[config.mk]
export PLATFORM = sky130hd
export DESIGN_NAME = ttb_mac
export DESIGN_NICKNAME = d
export VERILOG_FILES = /design/src/hw/rtl/ttb_pkg.sv /design/src/hw/rtl/ttb_mac.sv
export SDC_FILE = /design/constraint.sdc
export NUM_CORES = 2
export LEC_CHECK = 0
export BUFFER_PORTS_ARGS = -buffer_cell sky130_fd_sc_hd__buf_2
export CAP_MARGIN = 20
export CORE_ASPECT_RATIO = 0.8
export CORE_MARGIN = 4
export CORE_UTILIZATION = 45
export DETAILED_ROUTE_END_ITERATION = 10
export GPL_ROUTABILITY_DRIVEN = 0
export RECOVER_POWER = 50
export SLEW_MARGIN = 40
export SYNTH_ARGS = -nofsm -noshare
export SYNTH_HDL_FRONTEND = slang
export SYNTH_SLANG_ARGS = --single-unit
export TNS_END_PERCENT = 10
[constraint.sdc]
create_clock -name clk -period 6.5 [get_ports clk]
set_input_delay 1.3 -clock clk [delete_from_list [all_inputs] [get_ports clk]]
set_output_delay 1.3 -clock clk [all_outputs]
set_load 0.02 [all_outputs]
[src/hw/rtl/ttb_pkg.sv]
package ttb_pkg;

	// Sequencer state codes.
	localparam logic [3:0] ST_IDLE  = 4'd0;
	localparam logic [3:0] ST_DET   = 4'd1;
	localparam logic [3:0] ST_NUM   = 4'd2;
	localparam logic [3:0] ST_DIV   = 4'd3;
	localparam logic [3:0] ST_CROSS = 4'd4;
	localparam logic [3:0] ST_DOT   = 4'd5;
	localparam logic [3:0] ST_FLIP  = 4'd6;
	localparam logic [3:0] ST_OUT   = 4'd7;

	// Multiply unit operation codes.
	localparam logic [1:0] MOP_SET = 2'd0;
	localparam logic [1:0] MOP_ADD = 2'd1;
	localparam logic [1:0] MOP_SUB = 2'd2;

	typedef struct packed {
		logic       start;
		logic [1:0] op;
	} mul_ctl_t;

endpackage

[src/hw/rtl/ttb_mac.sv]
// Shared signed multiply-accumulate unit. One product per cycle, the product
// is registered before it is added into the accumulator.
module ttb_mac import ttb_pkg::*; #(
	parameter int OP_W  = 34,
	parameter int ACC_W = 72
) (
	input  logic                    clk,
	input  logic                    arst_n,
	input  mul_ctl_t                ctl,
	input  logic signed [OP_W-1:0]  a,
	input  logic signed [OP_W-1:0]  b,
	output logic signed [ACC_W-1:0] acc,
	output logic                    done
);
	logic signed [2*OP_W-1:0] prod_s1;
	logic [1:0]               op_s1;
	logic                     vld_s1;
	logic signed [ACC_W-1:0]  acc_q;
	logic signed [ACC_W-1:0]  prod_ext;

	assign prod_ext = ACC_W'(prod_s1);

	always_ff @(posedge clk or negedge arst_n) begin
		if (!arst_n) begin
			vld_s1 <= 1'b0;
			done   <= 1'b0;
		end else begin
			vld_s1 <= ctl.start;
			done   <= vld_s1;
		end
	end

	always_ff @(posedge clk) begin
		prod_s1 <= a * b;
		op_s1   <= ctl.op;
		if (vld_s1) begin
			case (op_s1)
				MOP_SET: acc_q <= prod_ext;
				MOP_ADD: acc_q <= acc_q + prod_ext;
				MOP_SUB: acc_q <= acc_q - prod_ext;
				default: acc_q <= prod_ext;
			endcase
		end
	end

	assign acc = acc_q;
endmodule

==> qor.log <==
INFO  die            fp.dieArea=0.120mm^2
INFO  worst_setup_path worst_setup_start_kind=primary input
INFO  synth          syn-mean-instance-area=9.20um^2
INFO  synth          ys.flop_type=sky130_fd_sc_hd__edfxtp_1
INFO  placed_design  dpl_cell_area=0.0576mm^2
INFO  clock_network  ctsHtreeMaxLevel=4
INFO  sta            timing.max_slew.rel_slack=-26.4%
INFO  synth          synthesized_instance_count=5587
INFO  worst_setup_path reg2reg_to=acc[64]$_DFFE_PP_
INFO  synth          synth.yosys.seq_area_share=7.03%
INFO  grt            grt_remaining_overflow=0
INFO  sta            fin_hold_ws=0.589ns
INFO  clock_network  numCtsBuffers=17
INFO  grt            grt_pass1_vias=42600
INFO  sta            slew_viol_final=77
INFO  worst_setup_path path_common_cell=sky130_fd_sc_hd__fa_1
INFO  clock_network  clock_latency=0.44ns
INFO  synth          netlist_top_cells_area=sky130_fd_sc_hd__fa_1 48%, sky130_fd_sc_hd__inv_1 8.7%, sky130_fd_sc_hd__and2_1 7.5%
INFO  cells_and_area number_of_filler_cells_placed_in_the_layout=10300
INFO  die            ioPinCount=146
INFO  sta            postLayoutSetupSlackWorst=-1.51ns
INFO  synth          synthesis.area=0.0514mm^2
INFO  route          detailed_routing_iteration_count_for_the_pre_antenna_repair_pass=8
INFO  synth          synth_async_sr_flop_share=1.39%
INFO  die            floorplan.rows=110
INFO  cells_and_area final_design_area_no_fill=0.0604mm^2
INFO  worst_setup_path end_kind=flop
INFO  worst_setup_path timing.critical_path.slowest_cell_delay=0.58ns
INFO  worst_setup_path crit-reg2reg-launch=op_s1[0]$_DFF_P_
INFO  route          post_drt_via_cell_ratio=5.21
INFO  clock_network  clk_pin_slew_worst_paths=0.08ns
INFO  worst_setup_path crit_required=6.86ns
INFO  grt            largest_net_degree_at_the_start_of_global_routing=90
INFO  sta            final.setup_skew=0.0134ns
INFO  sta            worst-slew-pin-transition=1.90ns
INFO  worst_setup_path critical_path_peak_fanout=5
INFO  synth          yosysTopAreaCell=sky130_fd_sc_hd__fa_1
INFO  route          detailedRoute.firstIterationViolations=2844
INFO  synth          yosysUniqueCellTypes=84
INFO  grt            first_pass_grt_wire_length=241000um
INFO  sta            final_min_period_over_clock_period=123%
INFO  worst_setup_path number_of_cells_on_the_worst_reg_to_reg_path=16
INFO  clock_network  cts_max_path_buffers=2
INFO  cells_and_area areaGrowthSynthToFinish=17.5%
INFO  synth          synth_fp_nets=7179
INFO  run_status     run_status=complete, but fails checks
INFO  cells_and_area sequential_cell_area=0.00361mm^2
INFO  clock_network  postCtsHoldBufs=0
INFO  sta            finalCriticalPeriod=8.01ns
INFO  worst_setup_path worst-endpoint-arrival=8.37ns
INFO  worst_setup_path cp-endpoint=prod_s1[67]$_DFF_P_
INFO  clock_network  cts.root.buffer_cell=sky130_fd_sc_hd__clkbuf_16
INFO  die            initial_core_util=45.5%
INFO  worst_setup_path timing.reg2reg.setup_slack=0.86ns
INFO  cells_and_area post_route_cells_drive_above_1_share=17.1%
INFO  worst_setup_path crit_slowest_cell=sky130_fd_sc_hd__fa_2
INFO  placed_design  post-place-ws=-2.44ns
INFO  die            placeableCoreArea=0.113mm^2
INFO  route          final_antenna_net_count=0
INFO  sta            setup_violations=55
INFO  die            fp.dieH=310um
INFO  route          wire_per_inst=20.0um
INFO  worst_setup_path setup.worst_path.start=b[4]
INFO  route          drt_wl_total=151000um
INFO  die            die_width=386um
INFO  grt            track_usage=25.7%
INFO  sta            total_negative_slack=-54.67ns
INFO  placed_design  place.detailed.hpwl=131000um
INFO  sta            grt_setup_unrepaired=true
INFO  grt            antenna_found_initial=4
INFO  sta            number_of_hold_violations_in_the_final_report=0
INFO  placed_design  portBuffers=145
INFO  cells_and_area final_stage_net_count=7642
INFO  clock_network  clock_sinks=144
INFO  cells_and_area area_of_the_multi_input_gates=0.0436mm^2
INFO  run_status     violated_checks=capacitance limit, slew limit, setup timing
INFO  sta            achievable-frequency=125MHz
INFO  hold_path      hold_path.class=reg2reg
INFO  synth          synth.ff_latch_count=144
INFO  synth          synth.top_cell.area_share=48.4%
INFO  synth          synth_enable_flop_cells=72
INFO  route          vias=39400
INFO  route          drc=0
INFO  worst_setup_path worst-setup-path-type=in2reg
INFO  synth          synth.yosys.warnings=0
INFO  clock_network  clock_tree_from_tritoncts=yes
INFO  run            cap_violations=2
kinds of logic (layout without fill, tap and decap cells):
group	after synthesis	after routing	share of synthesized area [%]
simple gates	1662	1662	16.2
fa+ha+maj	1519	1519	55.1
buf+inv	1461	1937	10.7
compound gates	586	586	7.25
xor+xnor	206	206	3.52
flops	144	144	7.03
mux	9	9	0.212
other cells	0	2	0
cell usage after synthesis (4+ instances only):
library cell                instances
sky130_fd_sc_hd__a211o_1            9
sky130_fd_sc_hd__nor2_1           152
sky130_fd_sc_hd__nor3_1            41
sky130_fd_sc_hd__a21boi_0           5
sky130_fd_sc_hd__nand3_1           26
sky130_fd_sc_hd__nor2b_1           17
sky130_fd_sc_hd__buf_1              4
sky130_fd_sc_hd__a21oi_1          176
sky130_fd_sc_hd__a221oi_1           7
sky130_fd_sc_hd__a311oi_1           4
sky130_fd_sc_hd__xor2_1            49
sky130_fd_sc_hd__nand2b_1          16
sky130_fd_sc_hd__fa_1            1242
sky130_fd_sc_hd__nand2_1          685
sky130_fd_sc_hd__and3_1            15
sky130_fd_sc_hd__inv_1           1186
sky130_fd_sc_hd__o31ai_1           11
sky130_fd_sc_hd__and4_1             9
sky130_fd_sc_hd__ha_1             277
sky130_fd_sc_hd__a31oi_1           32
sky130_fd_sc_hd__buf_2              8
sky130_fd_sc_hd__edfxtp_1          72
sky130_fd_sc_hd__dfxtp_1           70
sky130_fd_sc_hd__a2111oi_0          6
sky130_fd_sc_hd__and2_1           616
sky130_fd_sc_hd__o211ai_1          11
sky130_fd_sc_hd__xnor2_1          156
sky130_fd_sc_hd__a211oi_1          14
sky130_fd_sc_hd__nor4_1            18
sky130_fd_sc_hd__a21o_1            82
sky130_fd_sc_hd__mux2_2             5
sky130_fd_sc_hd__nand4_1           27
sky130_fd_sc_hd__or3_1             12
sky130_fd_sc_hd__or2_2              9
sky130_fd_sc_hd__o21a_1            18
sky130_fd_sc_hd__clkbuf_1         262
sky130_fd_sc_hd__o21bai_1          41
sky130_fd_sc_hd__o21ai_0          128
flip-flops by register name, indices dropped and copies added (netlist names):
register and cells:
done 1, op_s1 2, acc 72, vld_s1 1, prod_s1 68
metrics by stage:
stage               util, %  instances
floorplan                 -       5587
global placement       51.0       7504
detailed placement     51.0       7506
CTS                    52.6       7553
global route           53.5       7576
finish                 53.5       7577
cells in the final DEF (no fill, tap or decap), types with 13 or more instances in the layout:
cell type and n:
sky130_fd_sc_hd__clkbuf_16 21, sky130_fd_sc_hd__ha_1 237, sky130_fd_sc_hd__fa_2 79, sky130_fd_sc_hd__buf_4 484
sky130_fd_sc_hd__xor2_1 48, sky130_fd_sc_hd__buf_2 54, sky130_fd_sc_hd__and2_1 598, sky130_fd_sc_hd__nand2b_1 16
sky130_fd_sc_hd__edfxtp_1 72, sky130_fd_sc_hd__a31oi_1 26, sky130_fd_sc_hd__nor2_1 145, sky130_fd_sc_hd__a21oi_1 148
sky130_fd_sc_hd__clkbuf_1 39, sky130_fd_sc_hd__dfxtp_1 70, sky130_fd_sc_hd__a21o_1 82, sky130_fd_sc_hd__o21a_1 18
sky130_fd_sc_hd__a21oi_2 26, sky130_fd_sc_hd__nor2b_1 13, sky130_fd_sc_hd__and2_4 18, sky130_fd_sc_hd__nand2_1 675
sky130_fd_sc_hd__o21ai_0 109, sky130_fd_sc_hd__xnor2_1 152, sky130_fd_sc_hd__inv_1 1143, sky130_fd_sc_hd__nand3_1 23
sky130_fd_sc_hd__buf_6 63, sky130_fd_sc_hd__ha_4 32, sky130_fd_sc_hd__nand4_1 27, sky130_fd_sc_hd__inv_2 40
sky130_fd_sc_hd__nor4_1 18, sky130_fd_sc_hd__nor3_1 39, sky130_fd_sc_hd__fa_1 1163, sky130_fd_sc_hd__o21bai_1 39
sky130_fd_sc_hd__and3_1 14, sky130_fd_sc_hd__buf_12 59
critical path, delay by kind of cell:
kind / cells / cell delay, ns
buffers and inverters: 9 / 0.81
adders and majority gates: 9 / 4.14
and+or+nand+nor: 4 / 0.81
AOI/OAI and AO/OA: 7 / 1.29
timing repair:
| item | CTS | global route |
|---|---|---|
| buffers inserted | 14 | 20 |
| resized for setup | 251 | 232 |
| pin swaps | 114 | 158 |
| endpoints found under the hold margin | 0 | 0 |
| gates cloned | 2 | 4 |
| endpoints found under the setup margin | 56 | 56 |
layout make-up:
class	instances	share of cell area, %
Clock buffer	17	0.704
Multi-Input combinational cell	3982	72.1
Clock inverter	15	0.282
Sequential cell	144	5.98
Antenna cell	2	0.00829
Tap cell	1512	3.13
Timing Repair Buffer	718	10.4
Inverter	1187	7.40
worst min-delay path by stage:
stage	startpoint	end	slack (ns)	depth (start not counted)
after floorplan	prod_s1[41]$_DFF_P_	acc[41]$_DFFE_PP_	0.54	2
after global placement	prod_s1[41]$_DFF_P_	acc[41]$_DFFE_PP_	0.57	2
after detailed placement	prod_s1[49]$_DFF_P_	acc[49]$_DFFE_PP_	0.58	2
after CTS	prod_s1[49]$_DFF_P_	acc[49]$_DFFE_PP_	0.59	2
after global routing	arst_n	done$_DFF_PN0_	0.63	1
final	prod_s1[49]$_DFF_P_	acc[49]$_DFFE_PP_	0.59	2
layer usage:
layer	track usage, %	share of wire, %	wire length [um]
met2	39.6	43	65500
met3	4.82	8.7	13200
met1	38.4	46	69600
met4	4.77	2.0	3060
met5	0	0	0
Power is left out: the tool's default activity adds up to more than one toggle a clock period on the data nets, which glitch-free logic cannot reach.
