==> config.mk <==
export PLATFORM = sky130hd
export DESIGN_NAME = ttb_div
export DESIGN_NICKNAME = d
export VERILOG_FILES = /design/src/hw/rtl/ttb_div.sv
export SDC_FILE = /design/constraint.sdc
export NUM_CORES = 1
export LEC_CHECK = 0
export ABC_AREA = 1
export BUFFER_PORTS_ARGS = -buffer_cell sky130_fd_sc_hd__buf_2
export CORE_MARGIN = 3
export CORE_UTILIZATION = 40
export CTS_CLUSTER_SIZE = 12
export DETAILED_ROUTE_END_ITERATION = 10
export GPL_TIMING_DRIVEN = 0
export SLEW_MARGIN = 20
export SYNTH_ARGS = -nofsm -noshare
export SYNTH_HDL_FRONTEND = slang
export SYNTH_SLANG_ARGS = --single-unit
==> constraint.sdc <==
create_clock -name clk -period 11.67 [get_ports clk]
set_input_delay 1.167 -clock clk [delete_from_list [all_inputs] [get_ports clk]]
set_output_delay 1.167 -clock clk [all_outputs]
set_load 0.05 [all_outputs]
==> src/hw/rtl/ttb_div.sv <==
// Restoring divider, one quotient bit per cycle, on magnitudes.
module ttb_div #(
	parameter int N_W = 88,
	parameter int D_W = 72
) (
	input  logic           clk,
	input  logic           arst_n,
	input  logic           start,
	input  logic [N_W-1:0] num,
	input  logic [D_W-1:0] den,
	output logic [N_W-1:0] quo,
	output logic           busy
);
	localparam int CW = $clog2(N_W + 1);
	logic [N_W-1:0] n_q;
	logic [D_W:0]   r_q;
	logic [D_W-1:0] d_q;
	logic [CW-1:0]  cnt_q;
	logic [D_W:0]   r_sh;

	assign r_sh = {r_q[D_W-1:0], n_q[N_W-1]};

	always_ff @(posedge clk or negedge arst_n) begin
		if (!arst_n) begin
			cnt_q <= '0;
		end else if (start) begin
			cnt_q <= CW'(N_W);
		end else if (cnt_q != '0) begin
			cnt_q <= cnt_q - 1'b1;
		end
	end

	always_ff @(posedge clk) begin
		if (start) begin
			n_q <= num;
			d_q <= den;
			r_q <= '0;
			quo <= '0;
		end else if (cnt_q != '0) begin
			n_q <= {n_q[N_W-2:0], 1'b0};
			if (r_sh >= {1'b0, d_q}) begin
				r_q <= r_sh - {1'b0, d_q};
				quo <= {quo[N_W-2:0], 1'b1};
			end else begin
				r_q <= r_sh;
				quo <= {quo[N_W-2:0], 1'b0};
			end
		end
	end

	assign busy = (cnt_q != '0) || start;
endmodule
==> results of run 1 <==
[power by group through the flow]
stage	combinational, W	sequential [W]	clock, W
after global placement	0.00125	0.00141	0
after floorplan	0.000855	0.00140	0
final	0.00127	0.00139	0.00119
after detailed placement	0.00125	0.00141	0
after global routing	0.00142	0.00140	0.00127
after CTS	0.00126	0.00139	0.00123
[worst max-delay path: stages]
cell,delay (ps)
sky130_fd_sc_hd__buf_4,400
sky130_fd_sc_hd__buf_12,280
sky130_fd_sc_hd__clkbuf_1,250
sky130_fd_sc_hd__nor2_2,150
sky130_fd_sc_hd__inv_2,290
sky130_fd_sc_hd__clkbuf_4,320
sky130_fd_sc_hd__buf_16,280
sky130_fd_sc_hd__buf_2,320
[layer usage]
metal	GRT usage [%]	up-vias	wire length [µm]
met2	39.2	471	27100
met3	5.27	128	3920
met4	8.98	16	2290
met1	32.6	7768	28000
li1	-	8783	-
met5	0	-	101
[cells in the mapped netlist (15+ instances only)]
library cell               number  share of area [%]
sky130_fd_sc_hd__o21bai_1      15               0.61
sky130_fd_sc_hd__o21ai_0       46                1.2
sky130_fd_sc_hd__o22ai_1       89                3.0
sky130_fd_sc_hd__a21oi_1      102                2.7
sky130_fd_sc_hd__nand2_1      933                 19
sky130_fd_sc_hd__nand4_1       19               0.64
sky130_fd_sc_hd__dfxtp_1      160                 17
sky130_fd_sc_hd__nor2_2        15               0.50
sky130_fd_sc_hd__inv_1        467                9.4
sky130_fd_sc_hd__xnor2_1       30                1.4
sky130_fd_sc_hd__nor2_1       239                4.8
sky130_fd_sc_hd__nand3_1      107                2.9
sky130_fd_sc_hd__clkbuf_1      49               0.99
sky130_fd_sc_hd__ha_1          73                4.9
sky130_fd_sc_hd__edfxtp_1     160                 26
[state kept, by name, summed over array words and instances, names as in the netlist]
name and count:
n_q 88, quo 88, d_q 72, r_q 72
cnt_q 7
[worst paths after layout]
kind | start | endpoint | slack [ps]
min | arst_n | cnt_q[4] | 440
min in group clk | quo[87] | quo[87] | 460
max | start | busy | 6950
min reg2reg | quo[87] | quo[87] | 460
max reg2reg | d_q[54] | r_q[46] | 8280
max in group asynchronous | arst_n | cnt_q[0] | 11070
[cell type report]
cell class	instances	area (µm²)	share of cell area (%)
clock buffer	57	1040	4.75
tap	600	751	3.42
timing repair buffer	254	1330	6.05
buffer	69	350	1.60
multi-input combinational	1746	8290	37.8
inverter	474	1780	8.13
clock inverter	12	185	0.845
antenna	5	12.5	0.0571
sequential	327	8180	37.3
[logic make-up (layout without fill, tap and decap cells)]
family	count (synthesis)	in the layout	synth area share [%]
AOI/OAI and AO/OA	274	274	8.29
xor gates and xnor gates	43	43	2.02
adders and majority gates	74	74	5.02
buffers and inverters	543	866	11.4
DFF	327	327	44.0
other	0	5	0
and+or+nand+nor	1355	1355	29.2
[through the flow]
step | hold WS, ps | cell area [µm²] | std cells | utilization (%)
finish | 438 | 21900 | 3544 | 48.0
global route | 423 | 21900 | 3542 | 48.0
CTS | 407 | 21900 | 3539 | 48.0
detailed placement | 451 | 20700 | 3470 | 45.3
global placement | 442 | 20600 | 3467 | 45.1
floorplan | 444 | 18600 | 2616 | -
==> run summary, run 1 <==
The flow ran to the end, and the final reports show no timing, DRC or antenna violations. Leaving out fill and tap cells, the most frequent cell in the layout is sky130_fd_sc_hd__nand2_1. The layout cell share with drive strength beyond 1 came out at 12.2%. Combinational logic is responsible for 33.0% of the overall power. The net load switching power came out at 0.00140 W. The number of global-route vias before repair is 16915. The I/O pin count came out at 252. The number of I/O port buffers is 251. In this run switching power makes up 36.5% of total power.

The number of vias in the routed layout came out at 17166. The leakage power of the design came out at 11.1 nW. For this run, the leading register cell type out of synthesis is sky130_fd_sc_hd__edfxtp_1. The final period utilization is 40.5%. The initial antenna violation count is 13.

The die covers 49100 µm². Across the VDD grid, the largest voltage drop is 0.119 mV. The number of clock sinks is 327. The mean routed wirelength per cell is 17.3 µm. The vias per cell came out at 4.84.

Registers are responsible for 36.1% of the overall power. The data arrival time of the critical path is 3560 ps. Clock tree synthesis selected as its root buffer the cell sky130_fd_sc_hd__clkbuf_16.

The post-detailed-routing wire length is 61.4 mm. The detailed router finished its first iteration with 1213 violations. The later pin in the worst-skew pair is clocked with a latency of 560 ps. The H-tree generated during clock tree synthesis spans 2 levels. The normalized max-slew margin is 30.7%. The number of CTS-inserted buffers is 38. The post-synthesis sequential element count came out at 327. The clock transition time at the flip-flop clock pins of the worst setup and hold paths came out at 50 ps. The layout has 4758 filler cells. The row count came out at 78. The number of setup buffers added after CTS is 0. The post-synthesis cell type count is 45. The max-slew violation total from the final report is 0. The total congestion overflow after global routing came out at 0. Subtracting the final worst setup slack from the clock period gives 4720 ps. The floorplan step set the die width to 222 µm. Setup repair after global routing left no endpoint under its margin. In this run, the clock network consumes 30.9% of the power. The endpoint kind of the worst setup timing path is an output port. For this run, the number of Yosys warnings is 0.

Internal power comes to 0.00245 W. The type of the worst setup path is input pin to output port. The number of gates given a new drive strength after cts came out at 0. STA classifies the critical path startpoint as an input pin.

For this run, design rule violations remaining after detail routing come to 0. The slew at the pin with the worst max-slew slack is 1040 ps. The antenna violation net count after detailed routing is 0. The post-synthesis async set-or-reset flop share is 2.14%. The maximum number of pins on one net before global-route repair came out at 55. The gate count after technology mapping came out at 2616. The tool flagged a number of max-cap violations equal to 0. The final net count is 3147.

The number of cells on the worst reg-to-reg path is 15. STA puts the critical path data required time at 10500 ps. The maximum operating frequency came out at 212 MHz. The synthesized area divided by synthesized cell count is 7.11 µm². The total track usage came out at 24.4%. For the final routed database, the setup TNS stands at 0 ps. The count of endpoints failing setup in the final report is 0. The pre-CTS setup slack is 6880 ps. Routability-driven placement finished with a final weighted congestion of 0.980. The total design power is 0.00385 W. After synthesis the cells add up to 18600 µm².

The chip height came out at 222 µm. Summed over all nets, the half-perimeter wirelength after detailed placement is 48.8 mm. The number of iterations in the first detailed-routing pass is 5.

The number of nets handed over by synthesis was 2853. The area added between synthesis and finish came out at 17.9%. The sequential element share of the synthesized area is 44.0%. The total count of hold-check failures in the final report came out at 0. Along the worst path, the maximum fanout reaches 54.

Across all setup checks in the final design, the least slack found is 6950 ps. The global-route wire length before repair came out at 94.4 mm. Leaving out fill and tap cells, the most frequent cells in the layout are sky130_fd_sc_hd__nand2_1 (933), sky130_fd_sc_hd__inv_1 (467), sky130_fd_sc_hd__buf_2 (259), sky130_fd_sc_hd__nor2_1 (239).

The initial standard-cell utilization of the core is 40.7%. The number of enable-type register cells in the synthesized netlist is 160. The core outline area is 45700 µm². For the final database, setup skew stands at 25.1 ps. The worst hold path belongs to the class input pin to asynchronous set/reset pin.

TritonCTS built the clock tree. The power density relative to cell area is 176 nW/µm². The worst-case clock buffer depth is 3. The total of hold buffers inserted after clock tree synthesis is 0.
No activity file was read; power rests on OpenSTA's default activity.
==> inputs of run 2 (changes only) <==
Clock period 11.67 ns to 4.2 ns, I/O delays scaled along.
==> run summary, run 2 (synthesis gave the netlist of run 1 again) <==
The final net count came out at 3199 (was 3147). The count of endpoints failing setup in the final report is 0 (unchanged). The number of DRC violations after detailed-routing iteration 0 came out at 1216 (was 1213). After layout, the minimum clock period comes to 3770 ps.

The total track usage is 24.6% (was 24.4%). The max-slew violation total from the final report came out at 0 (unchanged). Registers with the highest flip-flop counts: n_q x88, quo x88 (unchanged). The normalized max-slew margin was 27.7% (was 30.7%). The number of cells on the worst reg-to-reg path is 16 (was 15). The initial antenna violation count was 9 (was 13).

The endpoint kind of the worst setup timing path was an output port (unchanged). The die footprint came out at 49100 µm² (unchanged). The weighted congestion at the end of routability-driven global placement came to 0.976 (was 0.980). The antenna violation net count after detailed routing came out at 0 (unchanged). The number of levels the H-tree was split into is 2 (unchanged).

The total congestion overflow after global routing was 0 (unchanged). The minimum hold slack came out at 29.7 ps (was 438 ps). The I/O pin count came out at 252 (unchanged). The highest routed metal layer is met5 (unchanged). The final period utilization came out at 89.8%. The area added between synthesis and finish came to 20.2% (was 17.9%).

The mean routed wirelength per cell is 17.1 µm (was 17.3 µm). The worst reg2reg path startpoint is r_q[51] (was d_q[54]). The met2 routed wirelength came out at 27.3 mm (was 27.1 mm).

The number of global-route vias before repair is 17217 (was 16915). The maximum operating frequency is 265 MHz. The clock transition time at the flip-flop clock pins of the worst setup and hold paths is 60 ps (was 50 ps). The met3 layer wire length in the routed design came to 4.40 mm (was 3.92 mm). The number of fill cells in the layout is 4679 (was 4758). The number of non-filler instances in the completed layout was 3592 (was 3544).

The number of vias in the routed layout came out at 17375 (was 17166). The worst-case clock buffer depth was 3 (unchanged). The data required time at the worst endpoint was 3780 ps (was 10500 ps).

The number of violations of the max-capacitance limit came out at 0 (unchanged). The number of I/O port buffers is 251 (unchanged). The number of iterations in the first detailed-routing pass came out at 5 (unchanged).

The clock tree root driver cell is sky130_fd_sc_hd__clkbuf_16 (unchanged). The slew at the pin with the worst max-slew slack came out at 1080 ps (was 1040 ps). The path with the worst hold slack has its endpoint at d_q[26]. The global-route wire length before repair came out at 94.9 mm (was 94.4 mm).

The row count is 78 (unchanged). The die width came out at 222 µm (unchanged). The register area is 8180 µm² (unchanged). The placed cell count is 3468 (was 3470). Setup repair after global routing missed its margin: false (unchanged). The register-to-register path setup slack is 790 ps (was 8280 ps).

The vias per cell came out at 4.84 (about the same). The worst clock skew on the final layout came out at 33.0 ps (was 25.1 ps). The leakage power of the design is 11.3 nW (was 11.1 nW). The number of stages on the worst hold path is 1.

The highest fanout seen on the critical path came out at 98 (was 54). The layout cell share with drive strength beyond 1 came out at 11.9% (was 12.2%). The type of the worst setup path was flop to output port (was input pin to output port). The maximum VDD drop is 0.329 mV (was 0.119 mV). The maximum number of pins on one net before global-route repair is 99 (was 55). The post-detailed-routing wire length came out at 61.5 mm (was 61.4 mm). The initial standard-cell utilization of the core came out at 40.7% (unchanged).

The estimated wirelength of the detail-placed design came to 48.8 mm (about the same). The number of CTS-inserted buffers is 37 (was 38). The total design power is 0.0106 W (was 0.00385 W). The data arrival time of the critical path came out at 3350 ps (was 3560 ps). The TritonCTS clock tree was done (unchanged). The total count of hold-check failures in the final report was 0 (unchanged). The multi-input combinational cell area came out at 8290 µm² (unchanged). The destination of the worst register-to-register timing path is r_q[23] (was r_q[46]). Most frequent cells in the layout: sky130_fd_sc_hd__nand2_1 (933), sky130_fd_sc_hd__inv_1 (467), sky130_fd_sc_hd__buf_2 (259), sky130_fd_sc_hd__nor2_1 (239) (unchanged). The startpoint type of the worst setup path is a flop (was input pin).

The startpoint of the lowest-slack hold path is den[26]. The classification of the worst-slack hold path was input pin to flop (was input pin to asynchronous set/reset pin). The clock latency of the later-clocked register in the worst-skew pair is 580 ps (was 560 ps). The power density relative to cell area came to 473 nW/µm² (was 176 nW/µm²). The total routed wire length on the met1 layer came out at 27.8 mm (was 28.0 mm). The number of clock sinks is 327 (unchanged).

Status: complete, no violations (unchanged). The number of gates given a new drive strength after cts came out at 0 (unchanged). The chip height was 222 µm (unchanged). The most frequent standard cell in the layout excluding fill and tap cells is sky130_fd_sc_hd__nand2_1 (unchanged).

The remaining design rule violation count is 0 (unchanged). The core outline area is 45700 µm² (unchanged).
-- run 2: routing by layer --
| metal | global-route usage (%) | vias up |
|---|---|---|
| met3 | 5.87 | 125 |
| li1 | - | 8886 |
| met1 | 32.5 | 7875 |
| met5 | 0 | - |
| met4 | 7.68 | 14 |
| met2 | 39.8 | 475 |
-- run 2: worst max-delay path, stage by stage, from the launching register on --
cell and delay, ps:
sky130_fd_sc_hd__dfrtp_1 390, sky130_fd_sc_hd__inv_1 80, sky130_fd_sc_hd__ha_1 210, sky130_fd_sc_hd__nand4_1 160
sky130_fd_sc_hd__nor2_2 270, sky130_fd_sc_hd__inv_1 170, sky130_fd_sc_hd__nor2_2 360, sky130_fd_sc_hd__inv_2 240
sky130_fd_sc_hd__clkbuf_8 480, sky130_fd_sc_hd__buf_2 370
-- run 2: repair_timing --
item / 4_1_cts / 5_1_grt
hold endpoints to repair: 60 / 1
hold buffers: 54 / 1
setup buffers: 0 / 0
-- run 2: worst max path at each step --
stage,from,to,cells past startpoint
3_5_place_dp,start,busy,7
6_report,cnt_q[0],busy,9
2_1_floorplan,cnt_q[0],n_q[0],8
3_3_place_gp,start,busy,6
5_1_grt,cnt_q[0],busy,9
4_1_cts,cnt_q[0],busy,9
-- run 2: through the flow --
step                instance area [µm²]  TNS (ps)  worst slack (ps)  util (%)
floorplan                         18600         0              1080         -
global placement                  20600    -48120             -1000      45.1
detailed placement                20600         0               727      45.2
CTS                               22400         0               408      48.9
global route                      22400         0               126      49.0
finish                            22400         0               426      49.0
-- run 2: area by class of cell --
class	instances	area share, %
diodes	2	0.0224
plain buffers	69	1.59
clock buffers	60	4.84
clock inverters	7	0.392
inverters	474	7.97
multi-input cells	1746	37.1
flip-flops and latches	327	36.6
well taps	600	3.36
repair buffers	307	8.18
-- run 2: report_power, final --
group          internal [W]  switching, W  leakage [nW]
combinational       0.00118       0.00240          7.66
sequential          0.00368      0.000175          3.05
clock               0.00178       0.00136         0.563
